File: config.mk
export PLATFORM = sky130hd
export DESIGN_NAME = line_rasterizer_led_matrix
export DESIGN_NICKNAME = d
export VERILOG_FILES = /design/src/rtl/lrlm_pkg.sv /design/src/rtl/lrlm_ctrl.sv /design/src/rtl/lrlm_dp.sv /design/src/rtl/line_rasterizer_led_matrix.sv
export SDC_FILE = /design/constraint.sdc
export NUM_CORES = 1
export LEC_CHECK = 0
export ABC_AREA = 0
export BUFFER_PORTS_ARGS = -buffer_cell sky130_fd_sc_hd__buf_2
export CELL_PAD_IN_SITES_DETAIL_PLACEMENT = 1
export CELL_PAD_IN_SITES_GLOBAL_PLACEMENT = 2
export CORE_MARGIN = 2
export CORE_UTILIZATION = 34
export CTS_BUF_LIST = sky130_fd_sc_hd__clkbuf_2 sky130_fd_sc_hd__clkbuf_4 sky130_fd_sc_hd__clkbuf_8
export DETAILED_ROUTE_END_ITERATION = 8
export PLACE_DENSITY = 0.81
export SLEW_MARGIN = 20
export SYNTH_ARGS = -nofsm -noshare
export SYNTH_HDL_FRONTEND = slang
export SYNTH_SLANG_ARGS = --single-unit
export TNS_END_PERCENT = 20
File: constraint.sdc
create_clock -name clk -period 4 [get_ports clk]
set_input_delay 0.8 -clock clk [delete_from_list [all_inputs] [get_ports clk]]
set_output_delay 0.8 -clock clk [all_outputs]
set_load 0.05 [all_outputs]
File: src/rtl/lrlm_pkg.sv
// Shared types and display constants for the LED matrix line rasterizer.
// No dependencies; used by lrlm_ctrl, lrlm_dp and line_rasterizer_led_matrix.
package lrlm_pkg;

	localparam int DISPLAY_WIDTH  = 16;
	localparam int DISPLAY_HEIGHT = 16;
	localparam int COORD_BITS     = 6;

	localparam int ROW_W   = 4;
	localparam int COL_W   = 5;
	localparam int COLOR_W = 24;
	localparam int IN_W    = 48;
	localparam int OUT_W   = 48;

	typedef logic [COORD_BITS-1:0] coord_t;
	typedef logic [COLOR_W-1:0]    color_t;

	typedef enum logic [0:0] {
		ST_IDLE,
		ST_RUN
	} state_t;

	// controller -> datapath
	typedef struct packed {
		logic load;
		logic emit;
	} cmd_t;

	// datapath -> controller
	typedef struct packed {
		logic out_free;
		logic at_end;
	} status_t;

endpackage

File: src/rtl/lrlm_ctrl.sv
// Line walk sequencer: accepts a segment, then paces pixel emission.
// Depends on lrlm_pkg.
module lrlm_ctrl (
	input  logic               clk,
	input  logic               arst_n,
	input  logic               in_valid,
	output logic               in_ready,
	input  lrlm_pkg::status_t  status,
	output lrlm_pkg::cmd_t     cmd
);

	lrlm_pkg::state_t state_q, state_d;

	always_ff @(posedge clk or negedge arst_n) begin
		if (!arst_n) begin
			state_q <= lrlm_pkg::ST_IDLE;
		end else begin
			state_q <= state_d;
		end
	end

	always_comb begin
		state_d = state_q;
		unique case (state_q)
			lrlm_pkg::ST_IDLE: begin
				if (in_valid) state_d = lrlm_pkg::ST_RUN;
			end
			lrlm_pkg::ST_RUN: begin
				if (status.out_free && status.at_end) state_d = lrlm_pkg::ST_IDLE;
			end
			default: state_d = lrlm_pkg::ST_IDLE;
		endcase
	end

	always_comb begin
		in_ready = 1'b0;
		cmd.load = 1'b0;
		cmd.emit = 1'b0;
		unique case (state_q)
			lrlm_pkg::ST_IDLE: begin
				in_ready = 1'b1;
				cmd.load = in_valid;
			end
			lrlm_pkg::ST_RUN: begin
				cmd.emit = status.out_free;
			end
			default: ;
		endcase
	end

endmodule

File: src/rtl/lrlm_dp.sv
// Bresenham datapath: cursor, error term, strip mapping and output register.
// Depends on lrlm_pkg.
module lrlm_dp (
	input  logic                      clk,
	input  logic                      arst_n,
	input  lrlm_pkg::cmd_t            cmd,
	output lrlm_pkg::status_t         status,
	input  lrlm_pkg::coord_t          start_x,
	input  lrlm_pkg::coord_t          start_y,
	input  lrlm_pkg::coord_t          end_x,
	input  lrlm_pkg::coord_t          end_y,
	input  lrlm_pkg::color_t          line_color,
	output logic                      out_valid,
	input  logic                      out_ready,
	output lrlm_pkg::coord_t          pixel_x,
	output lrlm_pkg::coord_t          pixel_y,
	output logic [lrlm_pkg::ROW_W-1:0] strip_row,
	output logic [lrlm_pkg::COL_W-1:0] strip_column,
	output lrlm_pkg::color_t          pixel_color,
	output logic                      visible,
	output logic                      last
);

	localparam int CW = lrlm_pkg::COORD_BITS;
	localparam int DW = CW + 1;   // signed difference / doubled magnitude
	localparam int EW = CW + 3;   // error term

	lrlm_pkg::coord_t cursor_x_q, cursor_y_q, target_x_q, target_y_q;
	logic [EW-1:0]    error_term_q;
	logic [DW-1:0]    twice_dx_q, twice_dy_q;
	logic             x_step_negative_q, y_step_negative_q, x_major_q;
	lrlm_pkg::color_t held_color_q;
	logic             out_valid_q;

	// segment setup
	logic [DW-1:0] dx_raw, dy_raw, dx_abs, dy_abs, twice_dx, twice_dy;
	logic          x_maj;
	logic [EW-1:0] err_init;

	always_comb begin
		dx_raw   = {1'b0, end_x} - {1'b0, start_x};
		dy_raw   = {1'b0, end_y} - {1'b0, start_y};
		dx_abs   = dx_raw[DW-1] ? (~dx_raw + DW'(1)) : dx_raw;
		dy_abs   = dy_raw[DW-1] ? (~dy_raw + DW'(1)) : dy_raw;
		twice_dx = {dx_abs[CW-1:0], 1'b0};
		twice_dy = {dy_abs[CW-1:0], 1'b0};
		x_maj    = twice_dx > twice_dy;
		err_init = x_maj ? (EW'(twice_dy) - EW'(dx_abs)) : (EW'(twice_dx) - EW'(dy_abs));
	end

	// one step along the line
	logic             at_end, minor_step;
	logic [EW-1:0]    err_next;
	lrlm_pkg::coord_t next_x, next_y;

	always_comb begin
		at_end     = x_major_q ? (cursor_x_q == target_x_q) : (cursor_y_q == target_y_q);
		minor_step = !error_term_q[EW-1];
		if (x_major_q) begin
			err_next = error_term_q + EW'(twice_dy_q) - (minor_step ? EW'(twice_dx_q) : '0);
		end else begin
			err_next = error_term_q + EW'(twice_dx_q) - (minor_step ? EW'(twice_dy_q) : '0);
		end
		next_x = cursor_x_q;
		next_y = cursor_y_q;
		if (x_major_q || minor_step) begin
			next_x = x_step_negative_q ? cursor_x_q - CW'(1) : cursor_x_q + CW'(1);
		end
		if (!x_major_q || minor_step) begin
			next_y = y_step_negative_q ? cursor_y_q - CW'(1) : cursor_y_q + CW'(1);
		end
	end

	// mirror and strip mapping of the current pixel
	logic                        vis;
	logic [DW-1:0]               mx, my, col_full;
	logic [lrlm_pkg::ROW_W-1:0]  row_map;
	logic [lrlm_pkg::COL_W-1:0]  col_map;

	always_comb begin
		vis = ({1'b0, cursor_x_q} < DW'(lrlm_pkg::DISPLAY_WIDTH)) &&
		      ({1'b0, cursor_y_q} < DW'(lrlm_pkg::DISPLAY_HEIGHT));
		mx       = DW'(lrlm_pkg::DISPLAY_WIDTH - 1) - {1'b0, cursor_x_q};
		my       = DW'(lrlm_pkg::DISPLAY_HEIGHT - 1) - {1'b0, cursor_y_q};
		col_full = (mx[0] ? DW'(lrlm_pkg::DISPLAY_HEIGHT) : '0) + my;
		row_map  = vis ? mx[lrlm_pkg::ROW_W:1] : '0;
		col_map  = vis ? col_full[lrlm_pkg::COL_W-1:0] : '0;
	end

	always_ff @(posedge clk or negedge arst_n) begin
		if (!arst_n) begin
			cursor_x_q        <= '0;
			cursor_y_q        <= '0;
			target_x_q        <= '0;
			target_y_q        <= '0;
			held_color_q      <= '0;
			twice_dx_q        <= '0;
			twice_dy_q        <= '0;
			x_step_negative_q <= 1'b0;
			y_step_negative_q <= 1'b0;
			x_major_q         <= 1'b0;
			error_term_q      <= '0;
		end else if (cmd.load) begin
			cursor_x_q        <= start_x;
			cursor_y_q        <= start_y;
			target_x_q        <= end_x;
			target_y_q        <= end_y;
			held_color_q      <= line_color;
			twice_dx_q        <= twice_dx;
			twice_dy_q        <= twice_dy;
			x_step_negative_q <= dx_raw[DW-1];
			y_step_negative_q <= dy_raw[DW-1];
			x_major_q         <= x_maj;
			error_term_q      <= err_init;
		end else if (cmd.emit && !at_end) begin
			cursor_x_q   <= next_x;
			cursor_y_q   <= next_y;
			error_term_q <= err_next;
		end
	end

	always_ff @(posedge clk or negedge arst_n) begin
		if (!arst_n) begin
			out_valid_q <= 1'b0;
		end else if (cmd.emit) begin
			out_valid_q <= 1'b1;
		end else if (out_ready) begin
			out_valid_q <= 1'b0;
		end
	end

	always_ff @(posedge clk or negedge arst_n) begin
		if (!arst_n) begin
			pixel_x      <= '0;
			pixel_y      <= '0;
			strip_row    <= '0;
			strip_column <= '0;
			pixel_color  <= '0;
			visible      <= 1'b0;
			last         <= 1'b0;
		end else if (cmd.emit) begin
			pixel_x      <= cursor_x_q;
			pixel_y      <= cursor_y_q;
			strip_row    <= row_map;
			strip_column <= col_map;
			pixel_color  <= held_color_q;
			visible      <= vis;
			last         <= at_end;
		end
	end

	assign out_valid       = out_valid_q;
	assign status.out_free = !out_valid_q || out_ready;
	assign status.at_end   = at_end;

endmodule

File: src/rtl/line_rasterizer_led_matrix.sv
// Top level of the LED matrix line rasterizer.
// Depends on lrlm_pkg, lrlm_ctrl and lrlm_dp.
//
// Usage:
//  - s_* takes one line segment per item: two end points and a colour.
//  - m_* returns one item per pixel of the segment, first end point first,
//    stepping with the integer Bresenham error rule (x-major when 2|dx|>2|dy|).
//  - Each pixel carries its logical x/y, its strip row and strip column
//    after mirroring on both axes, and the line colour. m_tuser flags pixels
//    on the display; off-display pixels still come out with row/column 0.
//  - m_tlast marks the final pixel (the second end point).
// Timing:
//  - A segment is loaded into the walk registers, the sequencer enters its
//    run state, then one pixel per cycle is registered unless m_tready
//    stalls: a line has N pixels (N = max(|dx|,|dy|)+1, up to 64). The pixel
//    step loop (cursor plus error term update) sets the rate of one pixel per cycle.
//  - s_tready is high while no segment is being walked; it rises again in the
//    cycle after the last pixel enters the output register, even if that
//    pixel is still waiting on m_tready.
//  - A stall on m_tready freezes the walk; the output register holds its item.
// Reset: arst_n clears the sequencer, the walk registers and the output
// register; no pixel is pending afterwards.
module line_rasterizer_led_matrix (
	input  logic        clk,
	input  logic        arst_n,
	input  logic        s_tvalid,
	output logic        s_tready,
	// start_x[5:0], start_y[11:6], end_x[17:12], end_y[23:18], line_color[47:24]
	input  logic [lrlm_pkg::IN_W-1:0]  s_tdata,
	output logic        m_tvalid,
	input  logic        m_tready,
	// pixel_x[5:0], pixel_y[11:6], strip_row[15:12], strip_column[20:16],
	// pixel_color[44:21], zero[47:45]
	output logic [lrlm_pkg::OUT_W-1:0] m_tdata,
	// visible[0]
	output logic        m_tuser,
	output logic        m_tlast
);

	lrlm_pkg::cmd_t    cmd;
	lrlm_pkg::status_t status;

	lrlm_pkg::coord_t                 pixel_x, pixel_y;
	logic [lrlm_pkg::ROW_W-1:0]       strip_row;
	logic [lrlm_pkg::COL_W-1:0]       strip_column;
	lrlm_pkg::color_t                 pixel_color;

	lrlm_ctrl u_ctrl (
		.clk      (clk),
		.arst_n   (arst_n),
		.in_valid (s_tvalid),
		.in_ready (s_tready),
		.status   (status),
		.cmd      (cmd)
	);

	lrlm_dp u_dp (
		.clk          (clk),
		.arst_n       (arst_n),
		.cmd          (cmd),
		.status       (status),
		.start_x      (s_tdata[5:0]),
		.start_y      (s_tdata[11:6]),
		.end_x        (s_tdata[17:12]),
		.end_y        (s_tdata[23:18]),
		.line_color   (s_tdata[47:24]),
		.out_valid    (m_tvalid),
		.out_ready    (m_tready),
		.pixel_x      (pixel_x),
		.pixel_y      (pixel_y),
		.strip_row    (strip_row),
		.strip_column (strip_column),
		.pixel_color  (pixel_color),
		.visible      (m_tuser),
		.last         (m_tlast)
	);

	assign m_tdata = {3'b000, pixel_color, strip_column, strip_row, pixel_y, pixel_x};

endmodule
# Word level (Yosys, flattened, before mapping)
# Index checks and enable logic that the tools add are counted.
# totals
register_bits	121
input_bits	52
output_inout_bits	52
elab_cells	89
# classes
add_sub_neg	17
order_cmp	3
n_eq_ne	2
n_mux	28
n_bitwise	3
n_reduce_logical	16
# op_table
cell	n
$mux 6	8
$mux 9	4
$mux 7	4
$add 9x7->9	2
$sub 9x9->9	2
$sub 7x7->8	2
$add 7x1->7 const B	2
$not 7->7	2
$sub 6x6->7	2
$add 6x1->6 const B	2
$eq 6x6->1	2
$lt 6x5->1 const B	2
$sub 6x1->6 const B	2
$mux 5	2
$sub 4x5->5 const A	2
$mux 1	8
$reduce_bool 2->1	4
$gt 7x7->1	1
$add 5x5->5	1
$logic_not 1->1	4
$mux 4	1
$reduce_and 2->1	2
$logic_and 1x1->1	3
$logic_or 1x1->1	3
other kinds (2)	2

# Depth between registers and ports, before layout
# Gate-level depths: netlist (run 1).
# depth
ltp_word	7
ltp_mapped	18
ltp_nobuf	18

# Cells and area by module
# A second synthesis (run 1) with hierarchy kept.
# unflattened
hier_cells	729
area_unflattened_um2	7492.2
# by_module_without_submodules
module	instances	cells_each	area_per_inst_um2	seq_area_each_um2
lrlm_dp	1	719	7407.1	2977.9
lrlm_ctrl	1	6	58.8	25.0
line_rasterizer_led_matrix	1	4	26.3	0.0

# Worst setup path after synthesis (run 1)
# OpenSTA, ideal clock, no wires.
# synth_timing
path_kind	input-to-reg
startpoint	input s_tdata[12] in the netlist's numbering
endpoint	register u_dp.error_term_q[6]
setup_time_ns	0.087
arrival_ns	4.036
required_ns	3.913
setup_slack_ns	-0.123
stages	18
n_path_buf	0
path_cell_list	inv_1 > ha_1 > inv_1 > fa_1 > a211oi_2 > o21bai_1 > a21oi_4 > o21ai_1 > xor2_2 > ha_1 > a21oi_1 > o21ai_0 > nand2_1 > nor2_1 > mux2_1 > a2111oi_0 > nand3_1 > o211ai_1
# synth_between
elab_chain_cells	7
word_cells_on_any_way	9
cone_classes	add/sub: 4; order compare: 1; mux: 3; bitwise: 1
# synth_lines
element	line	rtl
start, declared	line_rasterizer_led_matrix.sv:29	input logic [lrlm_pkg::IN_W-1:0] s_tdata,
$sub 6x6->7 *	lrlm_dp.sv:41	dx_raw = {1'b0, end_x} - {1'b0, start_x};
$not 7->7	lrlm_dp.sv:43	dx_abs = dx_raw[DW-1] ? (~dx_raw + DW'(1)) : dx_raw;
$add 7x1->7	lrlm_dp.sv:43	
$mux 7 *	lrlm_dp.sv:43	
$sub 7x7->8 / $gt 7x7->1 (equally long branches)	lrlm_dp.sv:48, lrlm_dp.sv:47	
$mux 9 *	lrlm_dp.sv:48	err_init = x_maj ? (EW'(twice_dy) - EW'(dx_abs)) : (EW'(twice_dx) - EW'(dy_abs));
$mux 9 *	lrlm_dp.sv:103	end else if (cmd.load) begin
end signal, assigned	lrlm_dp.sv:114	error_term_q <= err_init;
end signal, assigned	lrlm_dp.sv:118	error_term_q <= err_next;
end, declared	lrlm_dp.sv:29	logic [EW-1:0] error_term_q;
# Mark *: on every way between the ends. The rest lies on a longest branch, timed or not.
# A chain may end at the register's enable or synchronous reset.

# Final worst setup path (run 1)
# layout_timing
startpoint	input s_tdata[12] in the netlist's numbering
endpoint	register u_dp.error_term_q[8]
# layout_between
elab_chain_cells	7
word_cells_on_any_way	9
cone_classes	add/sub: 4; order compare: 1; mux: 3; bitwise: 1
# layout_lines
element	line	rtl
$sub 6x6->7 *	lrlm_dp.sv:41	
$not 7->7	lrlm_dp.sv:43	
$add 7x1->7	lrlm_dp.sv:43	
$mux 7 *	lrlm_dp.sv:43	
net u_dp.dx_abs[2]	lrlm_dp.sv:36	logic [DW-1:0] dx_raw, dy_raw, dx_abs, dy_abs, twice_dx, twice_dy;
$sub 7x7->8 / $gt 7x7->1 (equally long branches)	lrlm_dp.sv:48, lrlm_dp.sv:47	
$mux 9 *	lrlm_dp.sv:48	
$mux 9 *	lrlm_dp.sv:103	
# Mark *: on every way through the listed nets, which the timed path passes. The rest lies on a longest branch.

==> summary.md, run 1 <==
| Metric | Value |
|---|---|
| Outcome | `finished clean` |
| Final WS setup | `0.1726 ns` |
| Max_cap viols | `0` |
| CTS Buf Count | `17` |
| Initial antenna violation count | `0` |
| Clock slew at reported path FFs | `0.08 ns` |
| Post-DRT Antenna Nets | `0` |
| Mapped Cells | `about 900` |
| RR Startpoint | `u_dp.error_term_q[8]` |
| CP Data Required Time | `4.28 ns` |
| Initial core utilization | `around 34%` |
| Fin Setup TNS | `0 ns` |
| CTS root buf | `clkbuf_8` |
| Sum of buffers and inverters on the critical path | `5` |
| Flops & latches, synth | `120` |
| Critical path arrival | `between 4 and 5 ns` |
| Worst skew pair latency | `approximately 0.45 ns` |
| Vias in the first global route | `~7000` |
| Peak supply drop | `0.0003075 V` |
| Final Slew Violations | `0` |
| Final Critical Period | `approximately 3.8 ns` |
| Commonest cells after routing, fill and taps aside | `nand2_1 (257), dfrtp_1 (120), buf_2 (99), inv_1 (87), buf_4 (80)` |
| Max frequency | `about 260 MHz` |
| Crit start category | `input port` |
| Fin nets | `1193` |
| Worst-case reg-to-reg path depth | `12` |
| Dominant synthesized flop cell | `dfrtp_1` |
| Cell Chain, Critical Path | `buf_2, inv_1, ha_2, inv_1, fa_2, a211oi_2, o21bai_2, a21o_1, nor2_2, xor2_2, buf_4, inv_1, ha_1, o21ai_0, nand2b_1, a21oi_2, maj3_1, o211ai_1, a22oi_1` |
| CTS H-tree depth | `4` |
| Max_slew headroom | `35.81%` |
| Fraction of layout cells with a size suffix above 1 | `roughly a quarter` |
| Row count | `55` |
| Post-synthesis cell type count | `71` |
| Place WS | `-0.4415 ns` |
| FFs w/ async S/R, synth | `100.0%` |
| EDFF count, synth | `0` |
| Global-route wire length before repair | `36290 um` |
| CP max stage delay | `roughly 0.36 ns` |
| Pleak | `just over 0.005 uW` |
| CTS tree | `done` |
| PD cells | `around 1000 nW/um^2` |
| Worst slew pin tran | `0.9595 ns` |
| Synthesis-to-layout area growth | `24.55%` |
| Die footprint | `about 24000 um^2` |
| Die X | `154.6 um` |
| RSZ-0062 raised after global routing | `true` |
| Pin count of the biggest net entering global routing | `just over 60` |
| Drt pass-1 iters | `4` |
| Gr ovfl total | `0` |
| Warnings, synthesis | `0` |
| Critical setup path kind | `in2reg` |
| DR DRC count | `0` |
| Sinks on the clock net | `120` |
| Seq/Total Area, Yosys | `roughly 40%` |
| Final period utilization | `between 90% and 100%` |
| IO buf count | `100` |
| Final setup fails | `0` |
| CP most frequent cell | `inv_1` |
| Max FO, Critical Path | `3` |
| Maximum clock insertion buffer count | `2` |
| Vias per cell | `approximately 4.8` |
| ANT cells | `0` |
| DRT Wirelength | `between 20000 and 25000 um` |
| CP delay by family, top | `adder cells` |
| Routability cong. | `slightly above 0.8` |
| Slowest library cell on the worst path | `maj3_1` |
| Via Count | `about 6600` |
| Seq. cell area | `3003 um^2` |
| I/O pins | `around 100` |
| Total GRT Usage | `between 10% and 20%` |
| Setup Skew | `between 0.015 and 0.02 ns` |
| DR iter-0 viols | `about 210` |
| Final hold violation count | `0` |
| Die H | `between 150 and 200 um` |
| Post-DP HPWL | `roughly 17000 um` |
| Core box area | `22430 um^2` |
| Commonest non-fill, non-tap cell in the layout | `nand2_1` |
| DR WL/cell | `between 15 and 20 um` |
| Avg Inst Size Synth | `8.545 um^2` |
| Critical Path Start | `s_tdata[12]` |
| Hold crit path type | `in2async` |
| FILL cells | `~2700` |
| Netlist Area Pre-Place | `7707 um^2` |
| Multi-input gate area | `between 4000 and 5000 um^2` |
| Crit. End Element | `register` |
| WP depth | `19` |
==> cell usage after synthesis, drive strengths merged, types with 9 or more instances <==
master,number,area [um^2]
a21oi,35,193.9
fa,20,400.4
clkbuf,26,97.59
dfrtp,120,3003
mux2i,13,130.1
o21ai,57,285.3
xor2,23,216.5
a211oi,13,115.1
a21o,11,82.58
nand2,258,968.4
nor3,9,45.04
xnor2,25,226.5
ha,49,613.1
inv,91,341.6
nor2,46,175.2
==> routing by layer <==
| metal | GRT usage [%] | up-vias | wire [um] |
|---|---|---|---|
| met3 | 3.166 | 20 | 560 |
| met4 | 4.277 | 0 | 256 |
| met1 | 26.25 | 3197 | 10780 |
| met5 | 0 | - | 0 |
| met2 | 31.51 | 100 | 10490 |
| li1 | - | 3268 | - |
==> power by group <==
| group | internal (uW) | switching, uW | total [uW] |
|---|---|---|---|
| Clock | 631 | 583 | 1210 |
| Sequential | 1790 | 433 | 2220 |
| Combinational | 2430 | 3630 | 6060 |
| Total | 4850 | 4650 | 9490 |
==> registers in the layout, summed over array words and instances, names as in the netlist <==
register	cells
u_dp.twice_dx_q	6
u_dp.out_valid	1
u_dp.cursor_x_q	6
u_dp.held_color_q	24
u_dp.x_major_q	1
u_dp.strip_column	5
u_dp.twice_dy_q	6
u_ctrl.state_q	1
u_dp.visible	1
u_dp.last	1
u_dp.cursor_y_q	6
u_dp.pixel_color	24
u_dp.pixel_x	6
u_dp.target_x_q	6
u_dp.pixel_y	6
u_dp.y_step_negative_q	1
u_dp.strip_row	4
u_dp.x_step_negative_q	1
u_dp.target_y_q	6
u_dp.error_term_q	8
==> cells by family (layout without fill, tap and decap cells) <==
kind of cell | after synthesis | in the layout | share of synthesized area (%)
muxes | 15 | 15 | 1.980
buffers and inverters | 123 | 304 | 6.136
AOI/OAI and AO/OA | 159 | 159 | 13.51
xor gates and xnor gates | 50 | 50 | 6.331
and+or+nand+nor | 362 | 362 | 19.43
DFF | 120 | 120 | 38.96
other | 1 | 3 | 0.04865
adders and majority gates | 72 | 72 | 13.60
==> worst paths after layout <==
path	slack (ns)	endpoint
setup reg to reg	0.57	u_dp.error_term_q[8]
hold reg to reg	0.47	u_dp.pixel_color[17]
hold / removal	0.43	u_dp.pixel_color[13]
max in group asynchronous	2.75	u_dp.strip_row[3]
min in group clk	0.47	u_dp.pixel_color[17]
setup / recovery	0.17	u_dp.error_term_q[8]
==> layout make-up <==
cell class | instances | share of cell area [%]
clock buffer | 17 | 2.437
timing repair buffer | 180 | 11.63
inverter | 92 | 3.597
multi-input combinational | 661 | 45.36
clock inverter | 15 | 1.981
tap | 285 | 3.715
sequential | 120 | 31.28
==> through the flow <==
stage / cells / hold slack, ns / instance area, um^2 / utilization [%] / power (uW)
CTS: 1367 / 0.4558 / 9498 / 42.34 / 9518
global route: 1370 / 0.4817 / 9599 / 42.79 / 10400
floorplan: 904 / 0.4386 / 7741 / - / 6506
global placement: 1335 / 0.4478 / 9074 / 40.45 / 8088
detailed placement: 1335 / 0.4562 / 9074 / 40.45 / 8244
finish: 1370 / 0.4309 / 9599 / 42.79 / 9495
==> repair_timing <==
action | 4_1_cts | 5_1_grt
hold buffers | 0 | 0
setup endpoints to repair | 0 | 9
gates resized for setup | 0 | 21
setup buffers | 0 | 3
No activity file was read; power rests on OpenSTA's default activity.
==> run 2, diff against run 1 <==
==> constraint.sdc (replaced) <==
create_clock -name clk -period 4.35 [get_ports clk]
set_input_delay 0.87 -clock clk [delete_from_list [all_inputs] [get_ports clk]]
set_output_delay 0.87 -clock clk [all_outputs]
set_load 0.05 [all_outputs]
==> run 2 against run 1 <==
Net effect: flip-flop and latch count is the same; utilization is 1.1 points lower; sequential power down 8%; worst setup slack improved by 0.14 ns; count of clock-buffer cells in the layout grew 1; global-route usage grew 0.23 points.
==> summary.md, run 2 (synthesis results as in run 1) <==
| Metric | Value |
|---|---|
| Synthesis-to-layout area growth | `21.44%` |
| DRT Wirelength | `around 22000 um` |
| RSZ-0062 raised after global routing | `false` |
| Final hold violation count | `0` |
| CTS H-tree depth | `4` |
| Reg-to-reg setup timing slack | `approximately 0.95 ns` |
| Die X | `approximately 150 um` |
| Peak supply drop | `around 0.00026 V` |
| Crit start category | `input port` |
| Finished Layout Cells | `between 1000 and 1500` |
| Placed cells | `1320` |
| Sinks on the clock net | `120` |
| CTS root buf | `clkbuf_8` |
| Outcome | `finished clean` |
| Final Critical Period | `between 4 and 5 ns` |
| CP Data Required Time | `4.66 ns` |
| Max_slew headroom | `40.99%` |
| Overall power | `roughly 8600 uW` |
| Routability cong. | `roughly 0.8` |
| Die footprint | `23890 um^2` |
| Critical path arrival | `4.34 ns` |
| Vias per cell | `approximately 5` |
| Post-CTS Hold Fix Bufs | `0` |
| Final setup fails | `0` |
| I/O pins | `approximately 100` |
| Fin nets | `1176` |
| Gr ovfl total | `0` |
| Hold crit path type | `reg2reg` |
| Pin count of the biggest net entering global routing | `67` |
| RR Startpoint | `u_dp.error_term_q[8]` |
| Pleak | `a little under 0.005 uW` |
| Worst slack on hold paths | `about 0.47 ns` |
| CTS tree | `done` |
| Post-DRT Antenna Nets | `0` |
| Clock slew at reported path FFs | `0.09 ns` |
| Biggest regs | `u_dp.held_color_q (24), u_dp.pixel_color (24), u_dp.error_term_q (8)` |
| ANT cells | `0` |
| FILL cells | `around 2700` |
| Global-route wire length before repair | `36630 um` |
| Initial antenna violation count | `0` |
| DR WL/cell | `~16 um` |
| Maximum clock insertion buffer count | `2` |
| Core box area | `about 22000 um^2` |
| Worst slew pin tran | `0.8820 ns` |
| Worst-case reg-to-reg path depth | `12` |
| Fraction of layout cells with a size suffix above 1 | `20.60%` |
| IO buf count | `100` |
| Final Slew Violations | `0` |
| WHS Path Cells | `2` |
| Worst skew pair latency | `0.45 ns` |
| Initial core utilization | `between 30% and 40%` |
| PD cells | `between 900 and 1000 nW/um^2` |
| CTS Buf Count | `17` |
| Post-DP HPWL | `roughly 17000 um` |
| Final period utilization | `between 90% and 100%` |
| Commonest non-fill, non-tap cell in the layout | `nand2_1` |
| Total GRT Usage | `19.25%` |
| Drt pass-1 iters | `4` |
| DR DRC count | `0` |
| Vias in the first global route | `7095` |
| Via Count | `6612` |
| RR Endpoint | `u_dp.error_term_q[8]` |
| Max frequency | `between 200 and 250 MHz` |
| Hold wc startpoint | `u_dp.held_color_q[3]` |
| Fin util | `41.72%` |
| DR iter-0 viols | `325` |
| Setup Skew | `between 0.01 and 0.015 ns` |
| Max FO, Critical Path | `8` |
| Row count | `55` |
| Crit. End Element | `register` |
| Die H | `between 150 and 200 um` |
| Commonest cells after routing, fill and taps aside | `nand2_1 (257), dfrtp_1 (120), buf_2 (99), inv_1 (88), buf_4 (63)` |
| Critical setup path kind | `in2reg` |
| Max_cap viols | `0` |
| Hold EP | `u_dp.pixel_color[3]` |
## run 2: cell types whose count changed in the layout (fill, tap and decap cells not counted), sizes merged
cell      delta
clkinvlp     -1
buf         -17
inv          -1
bufinv       -1
clkinv       +2
clkbuf       +1
## run 2: power breakdown
group | internal, uW | switching, uW | total [uW]
Sequential | 1640 | 409 | 2050
Clock | 540 | 544 | 1080
Combinational | 2160 | 3290 | 5450
## run 2: worst max-delay path, cell delays in order
cell	delay (ns)
buf_2	0.10
inv_1	0.07
ha_1	0.21
inv_1	0.07
fa_1	0.41
a211oi_2	0.23
o21bai_1	0.16
a21o_1	0.21
nor2_1	0.11
xor2_1	0.24
buf_4	0.16
inv_1	0.05
ha_1	0.27
nand2_1	0.06
o21ai_0	0.26
o211ai_1	0.18
maj3_4	0.42
o211ai_1	0.15
a22oi_1	0.12
## run 2: final cells by class
class	instances	area, um^2	share of cell area, %
Multi-Input combinational cell	661	4254	45.45
Sequential cell	120	3003	32.08
Timing Repair Buffer	163	988.4	10.56
Tap cell	285	356.6	3.810
Inverter	92	345.3	3.689
Clock buffer	18	247.7	2.647
Clock inverter	14	165.2	1.764
## run 2: worst max path at each step
| stage | start | end | slack (ns) | cells after the start |
|---|---|---|---|---|
| 3_5_place_dp | s_tdata[12] | u_dp.error_term_q[6] | -0.27 | 19 |
| 2_1_floorplan | s_tdata[12] | u_dp.error_term_q[6] | 0.16 | 18 |
| 4_1_cts | s_tdata[12] | u_dp.error_term_q[6] | 0.20 | 19 |
| 3_3_place_gp | s_tdata[12] | u_dp.error_term_q[6] | -0.14 | 19 |
| 5_1_grt | s_tdata[12] | u_dp.error_term_q[8] | 0.04 | 19 |
| 6_report | s_tdata[12] | u_dp.error_term_q[8] | 0.31 | 19 |
## run 2: timing repair
item                       CTS  global route
setup buffers                0             1
resized for setup            0             2
setup endpoints to repair    0             4
## run 2: routing by layer
metal	share of wire [%]	track usage (%)	up-vias
li1	-	-	3251
met1	48	25.75	3249
met2	48	32.82	93
met3	2.8	2.774	19
met4	1.3	5.026	0
met5	0	0	-
## run 2: stage by stage
step / setup TNS [ns] / worst slack [ns] / cell area [um^2]
after floorplan: 0 / 0.1572 / 7715
after global placement: -0.3028 / -0.1408 / 8935
after detailed placement: -1.526 / -0.2745 / 8935
after CTS: 0 / 0.2001 / 9348
after global routing: 0 / 0.04433 / 9360
final: 0 / 0.3141 / 9360
==> run 3, diff against run 2 <==
--- a/config.mk
+++ b/config.mk
@@ -9,10 +9,12 @@
 export BUFFER_PORTS_ARGS = -buffer_cell sky130_fd_sc_hd__buf_2
 export CELL_PAD_IN_SITES_DETAIL_PLACEMENT = 1
 export CELL_PAD_IN_SITES_GLOBAL_PLACEMENT = 2
+export CORE_ASPECT_RATIO = 1.5
 export CORE_MARGIN = 2
 export CORE_UTILIZATION = 34
 export CTS_BUF_LIST = sky130_fd_sc_hd__clkbuf_2 sky130_fd_sc_hd__clkbuf_4 sky130_fd_sc_hd__clkbuf_8
 export DETAILED_ROUTE_END_ITERATION = 8
+export HOLD_SLACK_MARGIN = 0.03
 export PLACE_DENSITY = 0.81
 export SLEW_MARGIN = 20
 export SYNTH_ARGS = -nofsm -noshare
==> run 3 against run 2 <==
Net effect: largest cell class unchanged; critical path depth unchanged; count of clock-buffer cells in the layout grew 4; cell area down 1.0%; cell count decreased by 1.2%; clock skew shrank 0.0032 ns; sequential share of layout area grew 0.34 points; power decreased by 2.5%; sequential power about the same; clock power shrank 11%; utilization shrank 0.18 points; first-iteration DRC count is 29% lower; routed wire length fell by 2.1%.
==> summary.md, run 3 (synthesis results as in run 1) <==
| Metric | Value |
|---|---|
| Outcome | `finished clean` |
| Post-CTS Hold Fix Bufs | `0` |
| Fraction of layout cells with a size suffix above 1 | `between 20% and 30%` |
| Biggest regs | `u_dp.held_color_q (24), u_dp.pixel_color (24), u_dp.error_term_q (8)` |
| Peak supply drop | `~0.00025 V` |
| Worst slew pin tran | `between 0.8 and 0.9 ns` |
| Maximum clock insertion buffer count | `2` |
| CTS tree | `done` |
| CTS root buf | `clkbuf_8` |
| CTS Buf Count | `17` |
| Slowest library cell on the worst path | `fa_1` |
| CP max stage delay | `0.39 ns` |
| Final Slew Violations | `0` |
| Critical Path Start | `s_tdata[12]` |
| Pleak | `slightly below 0.005 uW` |
| DRT Wirelength | `21540 um` |
| Pin count of the biggest net entering global routing | `70` |
| Cell Chain, Critical Path | `buf_2, inv_1, ha_1, inv_1, fa_1, a211oi_2, o21bai_1, a21oi_4, buf_4, nand2_1, xor2_1, inv_1, ha_1, a211oi_1, o21ai_0, o211a_1, maj3_2, a31oi_2, a22oi_1` |
| Max frequency | `between 200 and 250 MHz` |
| Max_cap viols | `0` |
| Worst-case reg-to-reg path depth | `12` |
| Gr ovfl total | `0` |
| Crit. End Element | `register` |
| Clock slew at reported path FFs | `about 0.07 ns` |
| Die H | `188.4 um` |
| DR DRC count | `0` |
| Finished Layout Cells | `1337` |
| RR Startpoint | `u_dp.error_term_q[8]` |
| Vias in the first global route | `6975` |
| Share of power burned in registers | `between 20 and 25%` |
| Routability cong. | `roughly 0.82` |
| Setup Skew | `~0.012 ns` |
| Final period utilization | `92.63%` |
| Max FO, Critical Path | `5` |
| Commonest non-fill, non-tap cell in the layout | `nand2_1` |
| Final hold violation count | `0` |
| Sinks on the clock net | `120` |
| Worst skew pair latency | `around 0.46 ns` |
| Logic gate share of total power | `64.4%` |
| Overall power | `8377 uW` |
| Net Sw Frac | `48.86%` |
| Seq. cell area | `approximately 3000 um^2` |
| Design area | `around 9300 um^2` |
| PD cells | `904.4 nW/um^2` |
| FILL cells | `2700` |
| Final Critical Period | `between 4 and 5 ns` |
| IO buf count | `100` |
| Via Count | `roughly 6500` |
| DR iter-0 viols | `between 200 and 250` |
| Fin nets | `roughly 1200` |
| NetSw | `between 4000 and 5000 uW` |
| Max_slew headroom | `a little over two fifths` |
| Critical setup path kind | `in2reg` |
| Vias per cell | `about 4.9` |
| CP most frequent cell | `inv_1` |
| Initial core utilization | `about 35%` |
| CTS H-tree depth | `4` |
| Initial antenna violation count | `1` |
| Multi-input gate area | `between 4000 and 5000 um^2` |
| CP Data Required Time | `about 4.7 ns` |
| Crit start category | `input port` |
| Core box area | `approximately 22000 um^2` |
| Global-route wire length before repair | `roughly 35000 um` |
| Die X | `126.9 um` |
| Met2 GRT Util | `around 33%` |
| Final setup fails | `0` |
| Commonest cells after routing, fill and taps aside | `nand2_1 (256), dfrtp_1 (120), buf_2 (99), inv_1 (88), buf_4 (57)` |
| Post-DRT Antenna Nets | `0` |
| Reg-to-reg setup timing slack | `about 1.1 ns` |
| GRT met3 Usage | `~3.4%` |
| Total GRT Usage | `18.81%` |
| DR WL/cell | `roughly 16 um` |
| CP endpoint | `u_dp.error_term_q[8]` |
| DP Area | `around 8900 um^2` |
| Die footprint | `approximately 24000 um^2` |
| Hold crit path type | `in2async` |
| Fin Setup TNS | `0 ns` |
| I/O pins | `approximately 100` |
| Clock group share of total power | `11.4%` |
| RR Endpoint | `u_dp.error_term_q[8]` |
| Met1 GRT Util | `22.77%` |
| Placed cells | `approximately 1300` |
| Synthesis-to-layout area growth | `20.18%` |
| RSZ-0062 raised after global routing | `false` |
| Post-DP HPWL | `about 17000 um` |
| Top Usage Layer GRT | `met2` |
| Critical path arrival | `~4.3 ns` |
| Row count | `between 60 and 70` |
| Pint | `approximately 4300 uW` |
| Drt pass-1 iters | `4` |
==> run 3: changes by cell type in the layout (fill, tap and decap cells not counted), moves of 3 or more <==
cell | before | now
buf_4 | 63 | 57
inv_6 | 3 | 0
clkinv_2 | 1 | 4
clkinv_4 | 5 | 1
==> run 3: routing by layer <==
layer	wire, um	vias up
met3	608	31
met4	472	0
met1	9258	3179
li1	-	3228
met2	11200	100
met5	0	-
==> run 3: timing repair <==
action | 4_1_cts | 5_1_grt
endpoints found under the hold margin | 0 | 0
resized for setup | 0 | 1
endpoints found under the setup margin | 0 | 1
setup buffers | 0 | 0
==> run 3: critical path, delay by kind of cell <==
family,cells,cell delay [ns]
AO/OA/AOI/OAI,8,1.44
adder cells (fa/ha/maj),4,1.23
buffers and inverters,5,0.47
XOR/XNOR,1,0.26
AND/OR/NAND/NOR,1,0.06
==> run 3: worst min-delay path by stage <==
stage                          start              endpoint  slack, ns  depth (start not counted)
2_1_floorplan   u_dp.held_color_q[0]   u_dp.pixel_color[0]       0.44                          2
3_3_place_gp    u_dp.held_color_q[0]   u_dp.pixel_color[0]       0.45                          2
3_5_place_dp   u_dp.held_color_q[13]  u_dp.pixel_color[13]       0.46                          2
4_1_cts                       arst_n    u_dp.twice_dx_q[5]       0.47                          1
5_1_grt                       arst_n    u_dp.twice_dx_q[5]       0.47                          1
6_report                      arst_n    u_dp.twice_dx_q[5]       0.45                          1
==> run 3: stage by stage <==
| step | util, % | hold slack (ns) | setup slack [ns] |
|---|---|---|---|
| after floorplan | - | 0.4386 | 0.1572 |
| after global placement | 39.86 | 0.4482 | -0.1510 |
| after detailed placement | 39.86 | 0.4552 | -0.2025 |
| after CTS | 41.49 | 0.4673 | 0.2981 |
| after global routing | 41.54 | 0.4652 | 0.01115 |
| final | 41.54 | 0.4512 | 0.3207 |
==> run 3: power groups by stage <==
stage          combinational [uW]  clock, uW  sequential, uW
2_1_floorplan                3330          0            2630
3_3_place_gp                 5330          0            2040
3_5_place_dp                 5450          0            2060
4_1_cts                      5490        991            2030
5_1_grt                      6110       1040            2100
6_report                     5390        957            2030
==> run 3: layout make-up <==
class                   count  share of cell area (%)
well taps                 276                   3.728
diodes                      1                 0.02702
multi-input cells         661                   45.98
clock buffers              22                   3.134
flip-flops and latches    120                   32.42
repair buffers            157                   10.19
inverters                  92                   3.728
clock inverters             8                  0.7970
